==> src/rtl/gaussian_box_muller_generator_core_assert.svh <==
// Assertion macros used by the generator core RTL.
`ifndef GAUSSIAN_BOX_MULLER_GENERATOR_CORE_ASSERT_SVH
`define GAUSSIAN_BOX_MULLER_GENERATOR_CORE_ASSERT_SVH

// Checked only while out of reset.
`define GBM_ASSERT(lbl, prop, msg) \
    lbl: assert property (@(posedge aclk) disable iff (!aresetn) prop) else $error(msg);

// Checked at every edge, reset included.
`define GBM_ASSERT_ALWAYS(lbl, prop, msg) \
    lbl: assert property (@(posedge aclk) prop) else $error(msg);

`endif

==> src/rtl/gbm_pkg.sv <==
// Shared types, constants and tables of the Box-Muller generator.
package gbm_pkg;

    localparam int UNIFORM_BITS = 32;
    localparam int SAMPLE_BITS  = 32;
    localparam int ROUND_SHIFT  = 62 - SAMPLE_BITS;
    localparam int QUEUE_DEPTH  = 2;
    localparam int QPTR_BITS    = $clog2(QUEUE_DEPTH);
    localparam int QCNT_BITS    = $clog2(QUEUE_DEPTH + 1);

    localparam logic [31:0] TWO_LN2_Q31 = 32'hB172_17F8;
    localparam logic signed [33:0] CORDIC_X0 = 34'sd652032874;
    localparam int CORDIC_STEPS = 30;

    typedef logic [UNIFORM_BITS-1:0] uniform_t;
    typedef logic signed [SAMPLE_BITS-1:0] sample_t;
    typedef logic signed [33:0] cordic_t;

    typedef struct packed {
        logic     saved;
        uniform_t u_radius;
        uniform_t u_angle;
    } item_t;

    // arctan(2^-i) in 2^32-turn units
    function automatic logic [31:0] turn_atan(input logic [4:0] idx);
        logic [31:0] a;
        a = 32'h0;
        case (idx)
            5'd0:  a = 32'h20000000;
            5'd1:  a = 32'h12E4051E;
            5'd2:  a = 32'h09FB385B;
            5'd3:  a = 32'h051111D4;
            5'd4:  a = 32'h028B0D43;
            5'd5:  a = 32'h0145D7E1;
            5'd6:  a = 32'h00A2F61E;
            5'd7:  a = 32'h00517C55;
            5'd8:  a = 32'h0028BE53;
            5'd9:  a = 32'h00145F2F;
            5'd10: a = 32'h000A2F98;
            5'd11: a = 32'h000517CC;
            5'd12: a = 32'h00028BE6;
            5'd13: a = 32'h000145F3;
            5'd14: a = 32'h0000A2F9;
            5'd15: a = 32'h0000517C;
            5'd16: a = 32'h000028BE;
            5'd17: a = 32'h0000145F;
            5'd18: a = 32'h00000A2F;
            5'd19: a = 32'h00000517;
            5'd20: a = 32'h0000028B;
            5'd21: a = 32'h00000145;
            5'd22: a = 32'h000000A2;
            5'd23: a = 32'h00000051;
            5'd24: a = 32'h00000028;
            5'd25: a = 32'h00000014;
            5'd26: a = 32'h0000000A;
            5'd27: a = 32'h00000005;
            5'd28: a = 32'h00000002;
            5'd29: a = 32'h00000001;
            default: a = 32'h0;
        endcase
        return a;
    endfunction

endpackage

==> src/rtl/gbm_front.sv <==
// Input side: takes words, tags each as computed or saved half, queues them.
module gbm_front import gbm_pkg::*; (
    input  logic           aclk,
    input  logic           aresetn,
    input  logic           s_tvalid,
    output logic           s_tready,
    input  uniform_t       u_radius,
    input  uniform_t       u_angle,
    output logic           q_valid,
    output item_t          q_item,
    input  logic           q_pop
);

    item_t                 mem_reg [QUEUE_DEPTH];
    logic [QPTR_BITS-1:0]  wr_ptr_reg, wr_ptr_next;
    logic [QPTR_BITS-1:0]  rd_ptr_reg, rd_ptr_next;
    logic [QCNT_BITS-1:0]  count_reg, count_next;
    logic                  kind_reg, kind_next;
    logic                  push, pop;

    assign s_tready = (count_reg != QCNT_BITS'(QUEUE_DEPTH));
    assign q_valid  = (count_reg != '0);
    assign q_item   = mem_reg[rd_ptr_reg];
    assign push     = s_tvalid && s_tready;
    assign pop      = q_pop && q_valid;

    // words alternate: compute a pair, then hand out its saved half
    always_comb begin
        kind_next   = push ? !kind_reg : kind_reg;
        wr_ptr_next = wr_ptr_reg;
        rd_ptr_next = rd_ptr_reg;
        if (push) begin
            wr_ptr_next = (wr_ptr_reg == QPTR_BITS'(QUEUE_DEPTH - 1)) ? '0 : wr_ptr_reg + 1'b1;
        end
        if (pop) begin
            rd_ptr_next = (rd_ptr_reg == QPTR_BITS'(QUEUE_DEPTH - 1)) ? '0 : rd_ptr_reg + 1'b1;
        end
        count_next = count_reg + QCNT_BITS'(push) - QCNT_BITS'(pop);
    end

    always_ff @(posedge aclk) begin
        if (!aresetn) begin
            wr_ptr_reg <= '0;
            rd_ptr_reg <= '0;
            count_reg  <= '0;
            kind_reg   <= 1'b0;
        end else begin
            wr_ptr_reg <= wr_ptr_next;
            rd_ptr_reg <= rd_ptr_next;
            count_reg  <= count_next;
            kind_reg   <= kind_next;
        end
    end

    always_ff @(posedge aclk) begin
        if (push) begin
            mem_reg[wr_ptr_reg] <= '{saved: kind_reg, u_radius: u_radius, u_angle: u_angle};
        end
    end

endmodule

==> config.mk <==
export PLATFORM = sky130hd
export DESIGN_NAME = gbm_front
export DESIGN_NICKNAME = d
export VERILOG_FILES = /design/src/rtl/gaussian_box_muller_generator_core_assert.svh /design/src/rtl/gbm_pkg.sv /design/src/rtl/gbm_front.sv
export SDC_FILE = /design/constraint.sdc
export NUM_CORES = 1
export LEC_CHECK = 0
export CORE_ASPECT_RATIO = 1.1
export CORE_UTILIZATION = 42
export CTS_BUF_LIST = sky130_fd_sc_hd__clkbuf_16
export CTS_CLUSTER_DIAMETER = 50
export CTS_CLUSTER_SIZE = 40
export DETAILED_ROUTE_END_ITERATION = 12
export DONT_BUFFER_PORTS = 1
export SLEW_MARGIN = 30
export SYNTH_ARGS = -nofsm -noshare
export SYNTH_HDL_FRONTEND = slang
export SYNTH_SLANG_ARGS = --single-unit
export TNS_END_PERCENT = 50
==> constraint.sdc <==
create_clock -name aclk -period 12.51 [get_ports aclk]
set_input_delay 1.251 -clock aclk [delete_from_list [all_inputs] [get_ports aclk]]
set_output_delay 1.251 -clock aclk [all_outputs]
set_load 0.02 [all_outputs]
Word level (Yosys, flattened, before mapping)
Memories as Yosys holds them, arrays and structs flattened. A register that Yosys moved wholly into a read port is not among the register bits.
Index checks and enable logic that the tools add are counted.
- memory bits (writable): 130
- logic and storage cells: 20
- output and inout port bits: 67
- register bits: 5
- memories: 1
- memories (name ; depth ; width ; read ports ; clocked after Yosys merged registers in ; wr ports ; line ; RTL):
    mem_reg ; 2 ; 65 ; 1 ; 1 ; 1 ; gbm_front.sv:14 ; item_t mem_reg [QUEUE_DEPTH];
- add/subtract/negate cells: 4
- eq/ne operators: 1
- reductions and logical operators: 4
- muxes and demuxes: 6
- operator list (cell ; number):
    2-to-1 mux 1 bit ; 6
    adder 1 bit, second input constant ; 2
    adder 2 x 1 -> 2 bit ; 1
    logical AND 1 bit ; 2
    != test 2 bit, second input constant ; 1
    nonzero test 2 bit ; 1
    subtractor 2 x 1 -> 2 bit ; 1
    logical NOT 1 bit ; 1

Depth between registers and ports, before layout
- word-level depth: 4
- depth in mapped cells: 6

Worst setup path before layout
Ideal clock, no wire load.
- path kind: input -> register
- start point: input s_tvalid
- end point: memory mem_reg[0][0] (netlist bit) (enable)
- cell stages on the path: 2
- required time: 11.940 ns
- library setup time: 0.570 ns
- path slack: 6.187 ns
- arrival: 5.753 ns
- cell sequence: inv_2 nor3_1
- longest elaborated chain between the ends: 3
- ends and longest elaborated chain (what ; line ; RTL):
    from (decl) ; gbm_front.sv:5 ; input logic s_tvalid,
    logical AND 1 bit ; gbm_front.sv:24 ; assign push = s_tvalid && s_tready;
    2-to-1 mux 1 bit ; gbm_front.sv:56 ; if (push) begin
    2-to-1 mux 1 bit (not written as such) ; gbm_front.sv:57 ; mem_reg[wr_ptr_reg] <= '{saved: kind_reg, u_radius: u_radius, u_angle: u_angle};
    to (decl) ; gbm_front.sv:14 ;
No other way between the ends.

==> results_dict.tcl <==
set metrics [dict create \
    regArea_um2 4028 \
    crit_cells 1 \
    syn_to_final_growth_pct 15.61 \
    largest_reg_flops 130 \
    p_leak_nw 1.922 \
    clock.fmax_ghz 0.3214 \
    die_w_um 106.1 \
    worstMarginPinSlew_ns 0.8871 \
    hold_buffers 0 \
    synthTopCellsByArea "edfxtp_1, mux2_1, mux2_2, dfxtp_1, buf_6" \
    drc 0 \
    maxSlewViolCount 0 \
    critical_path_class "reg -> out" \
    synth_seq_cells 136 \
    cts_tree "done" \
    multi_input_area_um2 905.9 \
    place_congestion 0.6835 \
    hold_class "reg -> reg" \
    postCtsSetupBuffers 0 \
    path_cells "mux2_1" \
    ff2ff_path_depth 4 \
    drv_cap 0 \
    dieArea_um2 12350 \
    cts_max_path_buffers 2 \
    drive_gt1_share_pct 19.70 \
    fp.dieH_um 116.5 \
    cp-start-kind "flip-flop" \
    numCtsBuffers 17 \
    ir_drop_v 0.00009157 \
    root_buffer "clkbuf_16" \
    final_antenna_net_count 0 \
    synth_cells 237 \
    wl_um 7685 \
    wl_per_cell_um 18.56 \
    cpPeakStageDelay_ns 0.93 \
    end_kind "output pin" \
    skew_ns 0.008096 \
    synthesis.area_um2 5002 \
    final_core_util_pct 50.10 \
    fp-row-count 41 \
    grt_pass1_vias 2164 \
    yosysWarnings 0 \
    rsz0062_at_grt "false" \
    clkLatencyLatePin_ns 0.40 \
    grt_overflow 0 \
    holdPathStages 0 \
    vias 2120 \
    core_um2 11540 \
    drt_first_pass_iters 4 \
    yosys.cell_types.count 29 \
    syn_nets 306 \
    power_density_nw_per_um2 224.2 \
    maxSlewHeadroom_pct 40.86 \
    timing.final.crit_share_pct 24.87 \
    total_power_mw 1.297 \
    hold_path.startpoint "kind_reg" \
    cts.sinks 136 \
    seq_area_frac_synth_pct 80.44 \
    htreeDepth 4 \
    synth_edf_count 130 \
    synth_top_area_cell "edfxtp_1" \
    ys_top_cells_by_count "edfxtp_1, mux2_1, mux2_2" \
    reg2reg_from "count_reg[0]" \
    cp.buffers_inverters 0 \
    grt_pass1_wl_um 11430 \
    hold_viol_final 0 \
    synthArstFlopShare_pct 0 \
    path_delay_family "flip-flops" \
    avgViaCountPerCell 5.121 \
    antenna_found_initial 0 \
    synth.most_common_cell "edfxtp_1" \
    cp.arrival_ns 1.86 \
    start_util_pct 43.34 \
    outcome "finished clean" \
    n_fill_cell 955 \
    n_antenna_cell 0 \
    synth_top_cell_area_share_pct 78.04 \
    postSynthAreaPerCell_um2 21.11 \
    grt_max_degree 66 \
    layout_min_cycle_time_ns 3.111 \
    boundaryPins 135 \
    ys.flop_type "edfxtp_1" \
    portBuffers 0 \
    critical_path.max_fanout 65 \
    drt_iter0_markers 92 \
    nNetsFinal 320 \
    critPathSlowestCell "dfxtp_4" \
    fin_setup_tns_ns 0 \
    clkSlewWorstSetupHoldPaths_ns 0.06 \
    gr-usage-all-layers_pct 13.09 \
    postCtsResizedCells 0 \
    cp_data_required_time_ns 11.26 \
    finalSetupViolCount 0 \
]
## final timing paths
path	end	slack, ns
max reg2reg	mem_reg[1][20]	10.11
max	q_item[17]	9.40
min reg2reg	mem_reg[0][64]	0.47
min	mem_reg[0][64]	0.47
## through the flow
| stage | hold WS, ns | setup WS (ns) | instance area (um^2) | std cells |
|---|---|---|---|---|
| after floorplan | 0.4345 | 6.187 | 5002 | 237 |
| final | 0.4720 | 9.399 | 5783 | 414 |
| after CTS | 0.4823 | 9.324 | 5783 | 414 |
| after detailed placement | 0.4549 | 9.603 | 5147 | 382 |
| after global routing | 0.4925 | 9.260 | 5783 | 414 |
| after global placement | 0.4628 | 9.600 | 5147 | 382 |
## routing by layer
layer	up-vias	track usage [%]	wire, um
li1	963	-	-
met1	1060	13.73	2832
met2	82	21.44	4014
met3	15	6.138	682
met4	0	8.333	155
met5	-	0	0
## cell families after synthesis
logic type,after synthesis,synth area share [%]
buffers and inverters,10,1.551
xor gates and xnor gates,1,0.1751
DFF,136,80.44
and+or+nand+nor,14,1.526
muxes,66,14.83
AOI/OAI and AO/OA,9,1.226
adders and majority gates,1,0.2501
## layout by cell type, fill, tap and decap left out, types with 2 or more instances in the layout
| master | n |
|---|---|
| dfxtp_1 | 5 |
| inv_1 | 4 |
| buf_4 | 2 |
| mux2_2 | 15 |
| clkinv_2 | 2 |
| bufinv_16 | 5 |
| edfxtp_1 | 130 |
| clkbuf_16 | 17 |
| nor2_1 | 4 |
| o21ai_0 | 3 |
| clkinvlp_4 | 4 |
| mux2_1 | 50 |
## where the power goes
group          switching (mW)  total, mW  internal [mW]
registers              0.0354      0.591          0.555
clock network           0.174      0.525          0.350
logic                   0.125      0.181         0.0561
total                   0.335       1.30          0.962
## area by class of cell
type                       instances  share of cell area (%)
multi-input combinational         91                   15.66
inverter                           3                  0.1947
clock buffer                      17                   7.356
clock inverter                    15                   3.635
tap                              150                   3.245
sequential                       136                   69.65
timing repair buffer               2                  0.2596
Note: power is estimated with default switching activity, not from simulation.
