**config.mk**
```make
export PLATFORM = sky130hd
export DESIGN_NAME = gbm_radius
export DESIGN_NICKNAME = d
export VERILOG_FILES = /design/src/rtl/gaussian_box_muller_generator_core_assert.svh /design/src/rtl/gbm_pkg.sv /design/src/rtl/gbm_radius.sv
export SDC_FILE = /design/constraint.sdc
export NUM_CORES = 2
export LEC_CHECK = 0
export BUFFER_PORTS_ARGS = -buffer_cell sky130_fd_sc_hd__clkbuf_2
export CORE_MARGIN = 1.5
export CORE_UTILIZATION = 45
export DETAILED_ROUTE_END_ITERATION = 7
export GPL_ROUTABILITY_DRIVEN = 0
export REMOVE_ABC_BUFFERS = 1
export SLEW_MARGIN = 10
export SYNTH_ARGS = -nofsm -noshare
export SYNTH_HDL_FRONTEND = slang
export SYNTH_SLANG_ARGS = --single-unit
```
**constraint.sdc**
```tcl
create_clock -name aclk -period 12.64 [get_ports aclk]
set_clock_uncertainty 0.15 [all_clocks]
set_input_delay 0.632 -clock aclk [delete_from_list [all_inputs] [get_ports aclk]]
set_output_delay 0.632 -clock aclk [all_outputs]
set_load 0.1 [all_outputs]
```
**src/rtl/gaussian_box_muller_generator_core_assert.svh**
```systemverilog
// Assertion macros used by the generator core RTL.
`ifndef GAUSSIAN_BOX_MULLER_GENERATOR_CORE_ASSERT_SVH
`define GAUSSIAN_BOX_MULLER_GENERATOR_CORE_ASSERT_SVH

// Checked only while out of reset.
`define GBM_ASSERT(lbl, prop, msg) \
    lbl: assert property (@(posedge aclk) disable iff (!aresetn) prop) else $error(msg);

// Checked at every edge, reset included.
`define GBM_ASSERT_ALWAYS(lbl, prop, msg) \
    lbl: assert property (@(posedge aclk) prop) else $error(msg);

`endif

```
**src/rtl/gbm_pkg.sv**
```systemverilog
// Shared types, constants and tables of the Box-Muller generator.
package gbm_pkg;

    localparam int UNIFORM_BITS = 32;
    localparam int SAMPLE_BITS  = 32;
    localparam int ROUND_SHIFT  = 62 - SAMPLE_BITS;
    localparam int QUEUE_DEPTH  = 2;
    localparam int QPTR_BITS    = $clog2(QUEUE_DEPTH);
    localparam int QCNT_BITS    = $clog2(QUEUE_DEPTH + 1);

    localparam logic [31:0] TWO_LN2_Q31 = 32'hB172_17F8;
    localparam logic signed [33:0] CORDIC_X0 = 34'sd652032874;
    localparam int CORDIC_STEPS = 30;

    typedef logic [UNIFORM_BITS-1:0] uniform_t;
    typedef logic signed [SAMPLE_BITS-1:0] sample_t;
    typedef logic signed [33:0] cordic_t;

    typedef struct packed {
        logic     saved;
        uniform_t u_radius;
        uniform_t u_angle;
    } item_t;

    // arctan(2^-i) in 2^32-turn units
    function automatic logic [31:0] turn_atan(input logic [4:0] idx);
        logic [31:0] a;
        a = 32'h0;
        case (idx)
            5'd0:  a = 32'h20000000;
            5'd1:  a = 32'h12E4051E;
            5'd2:  a = 32'h09FB385B;
            5'd3:  a = 32'h051111D4;
            5'd4:  a = 32'h028B0D43;
            5'd5:  a = 32'h0145D7E1;
            5'd6:  a = 32'h00A2F61E;
            5'd7:  a = 32'h00517C55;
            5'd8:  a = 32'h0028BE53;
            5'd9:  a = 32'h00145F2F;
            5'd10: a = 32'h000A2F98;
            5'd11: a = 32'h000517CC;
            5'd12: a = 32'h00028BE6;
            5'd13: a = 32'h000145F3;
            5'd14: a = 32'h0000A2F9;
            5'd15: a = 32'h0000517C;
            5'd16: a = 32'h000028BE;
            5'd17: a = 32'h0000145F;
            5'd18: a = 32'h00000A2F;
            5'd19: a = 32'h00000517;
            5'd20: a = 32'h0000028B;
            5'd21: a = 32'h00000145;
            5'd22: a = 32'h000000A2;
            5'd23: a = 32'h00000051;
            5'd24: a = 32'h00000028;
            5'd25: a = 32'h00000014;
            5'd26: a = 32'h0000000A;
            5'd27: a = 32'h00000005;
            5'd28: a = 32'h00000002;
            5'd29: a = 32'h00000001;
            default: a = 32'h0;
        endcase
        return a;
    endfunction

endpackage

```
**src/rtl/gbm_radius.sv**
```systemverilog
// Iterative radius unit: normalize, log2 by squaring, scale, integer square root.
module gbm_radius import gbm_pkg::*; (
    input  logic        aclk,
    input  logic        aresetn,
    input  logic        start,
    input  uniform_t    u_radius,
    output logic        done,
    output logic [31:0] radius
);

    typedef enum logic [5:0] {
        R_IDLE = 6'b000001,
        R_NORM = 6'b000010,
        R_LOG  = 6'b000100,
        R_MULK = 6'b001000,
        R_SUM  = 6'b010000,
        R_SQRT = 6'b100000
    } rad_state_t;

    rad_state_t              state_reg, state_next;
    logic [UNIFORM_BITS:0]   n_reg, n_next;
    logic [5:0]              e_reg, e_next;
    logic [31:0]             x_reg, x_next;
    logic [31:0]             frac_reg, frac_next;
    logic [4:0]              k_reg, k_next;
    logic [37:0]             ik_reg, ik_next;
    logic [63:0]             fk_reg, fk_next;
    logic [63:0]             v_reg, v_next;
    logic [63:0]             res_reg, res_next;
    logic                    done_reg, done_next;

    logic [63:0]             sq;
    logic [32:0]             sq_hi;
    logic [37:0]             len;
    logic [39:0]             r2;
    logic [63:0]             bitv;
    logic [63:0]             trial;

    assign sq    = 64'(x_reg) * 64'(x_reg);
    assign sq_hi = sq[63:31];
    assign len   = {6'(UNIFORM_BITS) - e_reg, 32'h0} - 38'(frac_reg);
    assign r2    = {1'b0, ik_reg, 1'b0} + 40'(fk_reg[63:31]);
    assign bitv  = 64'd1 << (7'd62 - {1'b0, k_reg, 1'b0});
    assign trial = res_reg + bitv;

    assign done   = done_reg;
    assign radius = res_reg[31:0];

    always_comb begin
        state_next = state_reg;
        n_next     = n_reg;
        e_next     = e_reg;
        x_next     = x_reg;
        frac_next  = frac_reg;
        k_next     = k_reg;
        ik_next    = ik_reg;
        fk_next    = fk_reg;
        v_next     = v_reg;
        res_next   = res_reg;
        done_next  = done_reg;
        unique case (state_reg)
            R_IDLE: begin
                if (start) begin
                    n_next     = (UNIFORM_BITS + 1)'(u_radius) + 1'b1;
                    e_next     = 6'(UNIFORM_BITS);
                    done_next  = 1'b0;
                    state_next = R_NORM;
                end
            end
            R_NORM: begin
                if (n_reg[UNIFORM_BITS]) begin
                    x_next     = n_reg[UNIFORM_BITS:1];
                    frac_next  = '0;
                    k_next     = '0;
                    state_next = R_LOG;
                end else begin
                    n_next = n_reg << 1;
                    e_next = e_reg - 1'b1;
                end
            end
            R_LOG: begin
                // one fraction bit of log2 per squaring
                if (sq_hi[32]) begin
                    x_next    = sq_hi[32:1];
                    frac_next = {frac_reg[30:0], 1'b1};
                end else begin
                    x_next    = sq_hi[31:0];
                    frac_next = {frac_reg[30:0], 1'b0};
                end
                k_next = k_reg + 1'b1;
                if (k_reg == 5'd31) begin
                    state_next = R_MULK;
                end
            end
            R_MULK: begin
                ik_next    = 38'(len[37:32]) * 38'(TWO_LN2_Q31);
                fk_next    = 64'(len[31:0]) * 64'(TWO_LN2_Q31);
                state_next = R_SUM;
            end
            R_SUM: begin
                v_next     = {r2, 24'h0};
                res_next   = '0;
                k_next     = '0;
                state_next = R_SQRT;
            end
            R_SQRT: begin
                if (v_reg >= trial) begin
                    v_next   = v_reg - trial;
                    res_next = (res_reg >> 1) + bitv;
                end else begin
                    res_next = res_reg >> 1;
                end
                k_next = k_reg + 1'b1;
                if (k_reg == 5'd31) begin
                    done_next  = 1'b1;
                    state_next = R_IDLE;
                end
            end
            default: state_next = R_IDLE;
        endcase
    end

    always_ff @(posedge aclk) begin
        if (!aresetn) begin
            state_reg <= R_IDLE;
            done_reg  <= 1'b0;
        end else begin
            state_reg <= state_next;
            done_reg  <= done_next;
        end
    end

    always_ff @(posedge aclk) begin
        n_reg    <= n_next;
        e_reg    <= e_next;
        x_reg    <= x_next;
        frac_reg <= frac_next;
        k_reg    <= k_next;
        ik_reg   <= ik_next;
        fk_reg   <= fk_next;
        v_reg    <= v_next;
        res_reg  <= res_next;
    end

endmodule

```
# --- After elaboration in Yosys (flattened, before gate mapping) ---
# Index checks and enable logic that the tools add are counted.
# W data, S select, Z words.
totals:
  elab_cells: 79
  out_inout_bits: 33
  reg_bits: 339
op_classes:
  magnitude_cmp: 1
  reduce_logical: 13
  n_addsub: 10
  n_eq_ne: 13
  muxes: 26
  n_shift: 1
  n_mul: 3
ops:
  columns: ["operator", "count"]
  rows:
  - ["$pmux W64 S2", 2]
  - ["$mux W64", 2]
  - ["$pmux W32 S2", 2]
  - ["$mux W32", 3]
  - ["$mux W33", 2]
  - ["$pmux W33 S2", 1]
  - ["$add A63 B64 Y64", 1]
  - ["$add A64 B64 Y64", 1]
  - ["$ge A64 B64 Y1", 1]
  - ["$mul A32 B32 Y64", 1]
  - ["$shl A1 B7 Y64 const A", 1]
  - ["$sub A64 B64 Y64", 1]
  - ["$mul A32 B29 Y61 const B", 1]
  - ["$add A39 B33 Y40", 1]
  - ["$sub A38 B32 Y38", 1]
  - ["$mux W6", 6]
  - ["$pmux W6 S6", 1]
  - ["$mul A6 B29 Y35 const B", 1]
  - ["$add A32 B1 Y33 const B", 1]
  - ["$pmux W5 S3", 1]
  - ["$ne A2 B2 Y1 const B", 6]
  - ["$pmux W6 S2", 1]
  - ["$reduce_and A2 Y1", 4]
  - ["$reduce_bool A2 Y1", 4]
  - ["18 further kinds", 21]

# --- Longest topological paths before layout ---
depth:
  word_depth: 6
  ltp_mapped: 36
  mapped_depth_nobuf: 35

# --- Worst setup path after synthesis ---
# OpenSTA, ideal clock, no wires.
synth_timing:
  path_type: "register -> register"
  startpoint: "register frac_reg[2]"
  endpoint: "register fk_reg[63], data pin"
  arrival_time_ns: 9.815
  synth_period_minus_slack_ns: 10.225
  setup_slack_ns: 2.415
  path_stages_with_launch: 35
  setup_time_ns: 0.260
  cell_sequence: "edfxtp_1 -> nor4_1 -> nor2b_1 -> nand2_1 -> nor2_1 -> nand3_1 -> or3_1 -> or3_1 -> xor2_1 -> inv_1 -> fa_1 -> fa_1 -> inv_1 -> fa_1 -> fa_1 -> inv_1 -> fa_1 -> inv_1 -> fa_1 -> fa_1 -> inv_1 -> fa_1 -> inv_1 -> ha_1 -> and4_1 -> o21ai_1 -> a211o_1 -> o2111a_1 -> a2111oi_4 -> o31ai_2 -> a211o_1 -> a2111oi_4 -> nor3_2 -> o31ai_2 -> xnor2_1"
synth_between:
  elab_chain_len: 2
synth_lines:
  columns: ["element", "line", "rtl"]
  rows:
  - ["start: declaration", "gbm_radius.sv:24", "logic [31:0] frac_reg, frac_next;"]
  - ["start signal: assignment", "gbm_radius.sv:137", "frac_reg <= frac_next;"]
  - ["$sub A38 B32 Y38", "gbm_radius.sv:41", "assign len = {6'(UNIFORM_BITS) - e_reg, 32'h0} - 38'(frac_reg);"]
  - ["$mul A32 B29 Y61", "gbm_radius.sv:97", "fk_next = 64'(len[31:0]) * 64'(TWO_LN2_Q31);"]
  - ["end signal: assignment", "gbm_radius.sv:140", "fk_reg <= fk_next;"]
  - ["end: declaration", "gbm_radius.sv:27", "logic [63:0] fk_reg, fk_next;"]
# No other way between the ends.
# A chain may end at the register's enable or synchronous reset.

# --- Worst setup path after layout ---
layout_timing:
  startpoint: "register frac_reg[4]"
  endpoint: "register fk_reg[63], data pin"
# The elaborated chain is that of the path after synthesis.

==> results.md <==
| Item | Reported | Unit |
|---|---|---|
| Worst reg2reg path endpoint | fk_reg[63] | - |
| CP Capture Type | register | - |
| Number of iterations in the first detailed-routing pass | 5 | - |
| Cell area after synthesis | 69300 | um2 |
| Cells after synthesis | 7309 | - |
| Final net count | 9330 | - |
| Critical path required time | 12.83 | ns |
| Number of flip-flops and latches in the synthesized netlist | 311 | - |
| Worst path slowest cell | fa_1 | - |
| HPWL after detailed placement | 150 | mm |
| Remaining global-route overflow | 0 | - |
| Post-CTS clock slew at the launch and capture registers of the worst setup and hold paths | 0.06 | ns |
| Cell at the root of the clock tree | clkbuf_16 | - |
| Max-cap violations | 0 | - |
| Number of fill cells | 14500 | - |
| Endpoint of the worst hold path | done | - |
| Leakage Power | 36.4 | nW |
| Buffer levels on the longest clock path | 3 | - |
| Total I/O pin count | 68 | - |
| Number of enable-type register cells in the synthesized netlist | 304 | - |
| Largest fanout of any net on the critical path | 8 | - |
| First-pass GRT wire length | 290 | mm |
| Worst Hold Path Cells | 3 | - |
| Shortest period the worst path allows | 10.81 | ns |
| Post-layout power | 14.1 | mW |
| Fraction of final layout cells sized beyond drive strength 1 | 3.95 | % |
| Routed wire length | 182 | mm |
| Crit Reg-Reg Startpoint | frac_reg[4] | - |
| Result of the run | complete, no violations | - |
| Number of placement rows | 143 | - |
| Core area | 152000 | um2 |
| Via count of the first global-routing pass | 52000 | - |
| Area of the multi-input gates | 53400 | um2 |
| Starting density of the core | 45.4 | % |
| Final Instance Count excl. Fillers | 9331 | - |
| Final routed DRC violation total | 0 | - |
| RSZ-0062 raised after global routing | no | - |
| Number of antenna violations at the first check in global routing | 5 | - |
| Routed vias | 50200 | - |
| Most numerous cell on the critical path | fa_1 | - |
| Seq/Total Area, Yosys | 13.4 | % |
| Asr flop ratio synth | 0 | % |
| Clock Sinks | 311 | - |
| Max Transition Viols Final | 0 | - |
| Wire per inst | 19.5 | um |
| Setup TNS | 0 | ns |
| Hold Path Origin | aresetn | - |
| Max rail drop VDD | 0.375 | mV |
| Dominant register cell in the synthesized netlist | edfxtp_1 | - |
| Worst setup slack for register-to-register paths | 1.83 | ns |
| Y dimension of the die | 395 | um |
| Element type at the critical path start | register | - |
| Post-DP Area | 71800 | um2 |
| Transition at the pin with the smallest max-transition slack | 1.23 | ns |
| Total power divided by cell area | 193 | nW/um2 |
| Post-CTS Setup Bufs | 0 | - |
| Tcrit/Tclk final | 85.6 | % |
| Post-cts repair resize count | 0 | - |
| Distinct cell type count after synthesis | 88 | - |
| Classification of the worst setup path | reg2reg | - |
| All-layer global routing usage | 23.6 | % |
| TritonCTS clock tree | yes | - |
| Max transition margin | 17.8 | % |
| Maximum number of pins on one net before global-route repair | 140 | - |
| Final hold vios | 0 | - |
| Count of input and output buffers | 67 | - |
| Crit-path max cell delay | 0.55 | ns |
| R2r worst-path depth | 35 | - |
| Starting DRC count in detailed routing | 3362 | - |
| Syn-to-layout area delta | 5.61 | % |
| Setup violations, final | 0 | - |
| Vias/cell | 5.38 | - |
| Final standard cell area without fillers | 73200 | um2 |
| CTS buffer count | 42 | - |
| Synthesis Warnings | 0 | - |
| Arrival time of the worst setup path | 11.00 | ns |
| Peak Freq | 0.0925 | GHz |
| FF+latch area | 9270 | um2 |
| Die area | 156000 | um2 |
| Clk_lat worst skew | 0.62 | ns |
| Horizontal die dimension | 395 | um |
| Kind of path behind the tightest hold check | in2reg | - |
| Final hold slack | 0.168 | ns |
| Total placed cells including tap cells | 9252 | - |
| H-tree depth reported by CTS | 2 | - |
| Hold-fix buffers, CTS | 0 | - |
| Post-synthesis average cell area | 9.48 | um2 |
| Routed Antenna Nets | 0 | - |
==> metal layers <==
layer / up-vias / track usage, % / wire [um]
li1: 23400 / - / -
met1: 25200 / 34.7 / 84800
met2: 1368 / 36.9 / 82000
met3: 204 / 3.38 / 11500
met4: 4 / 5.04 / 3740
met5: - / 0 / 16
==> how the worst max path moves through the flow <==
| stage | startpoint | endpoint | slack, ns | cells after the start |
|---|---|---|---|---|
| global route | frac_reg[4] | fk_reg[63] | 1.11 | 35 |
| finish | frac_reg[4] | fk_reg[63] | 1.83 | 35 |
| CTS | frac_reg[4] | fk_reg[63] | 1.80 | 35 |
| floorplan | frac_reg[2] | fk_reg[63] | 2.41 | 34 |
| detailed placement | frac_reg[4] | fk_reg[63] | 1.86 | 35 |
| global placement | frac_reg[2] | fk_reg[63] | 1.84 | 35 |
==> cells in the final DEF (no fill, tap or decap), types with 10 or more instances in the layout <==
cell type	n
nor2b_1	51
a31oi_1	81
o21ai_0	224
or2_2	19
inv_1	1504
nor4_1	13
nor2_1	389
nand3_1	72
fa_1	1168
a21boi_0	13
xnor2_1	209
or3_1	26
o21a_1	43
a21oi_1	284
ha_1	861
mux2i_1	23
o21bai_1	53
nand2b_1	32
xor2_1	213
and4_1	10
and2_1	231
nand4_1	63
and3_1	39
nor3_1	57
clkbuf_16	43
edfxtp_1	304
clkbuf_2	67
buf_4	84
a21o_1	168
o31ai_1	20
o21ai_1	12
a211oi_1	59
nand2_1	578
clkinv_2	13
o211ai_1	22
nand3b_1	37
==> stage by stage <==
step                      setup slack (ns)  utilization (%)
after floorplan                       2.41                -
after global placement                1.84             47.1
after detailed placement              1.86             47.1
after CTS                             1.80             48.0
after global routing                  1.11             48.0
final                                 1.83             48.0
==> critical path: cells and delay by family, from the launching register on <==
family / cells / cell delay (ns)
xor+xnor: 2 / 0.22
simple gates: 9 / 2.40
flops: 1 / 0.48
buf+inv: 7 / 0.65
compound gates: 8 / 2.27
fa+ha+maj: 9 / 4.35
==> cells in the mapped netlist, drive strengths merged (32+ instances only) <==
cell / n / area share (%)
inv: 1505 / 8.2
fa: 1168 / 34
ha: 861 / 16
nand2: 581 / 3.1
nor2: 389 / 2.1
edfxtp: 304 / 13
a21oi: 285 / 2.1
o21ai: 237 / 1.7
and2: 231 / 2.1
xor2: 214 / 2.7
xnor2: 211 / 2.7
clkbuf: 194 / 1.1
a21o: 168 / 1.8
a31oi: 81 / 0.73
nand3: 72 / 0.52
nand4: 63 / 0.57
a211oi: 60 / 0.66
nor3: 59 / 0.43
o21bai: 53 / 0.57
nor2b: 51 / 0.46
buf: 46 / 0.44
o21a: 43 / 0.47
and3: 39 / 0.35
nand3b: 37 / 0.40
nand2b: 32 / 0.29
==> report_power, final <==
| group | internal (mW) | leakage, nW | switching [mW] |
|---|---|---|---|
| clock network | 0.649 | 0.653 | 0.516 |
| logic | 4.82 | 33.1 | 6.74 |
| registers | 1.37 | 2.64 | 0.0252 |
| total | 6.84 | 36.4 | 7.28 |
==> cell type report <==
type	count	share of cell area [%]
multi-input combinational	5251	72.9
antenna	2	0.00684
sequential	311	12.7
clock buffer	46	1.49
tap	2030	3.47
clock inverter	31	0.313
inverter	1507	7.73
timing repair buffer	153	1.38
==> kinds of logic (layout without fill, tap and decap cells) <==
group / Yosys count / after routing / share of synthesized area (%)
adders and majority gates: 2029 / 2029 / 49.3
xor gates and xnor gates: 425 / 425 / 5.37
and+or+nand+nor: 1656 / 1656 / 11.4
DFF: 311 / 311 / 13.4
muxes: 30 / 30 / 0.446
buffers and inverters: 1747 / 1737 / 9.66
other: 0 / 2 / 0
AOI/OAI and AO/OA: 1111 / 1111 / 10.4
(Power assumes the default switching activity.)
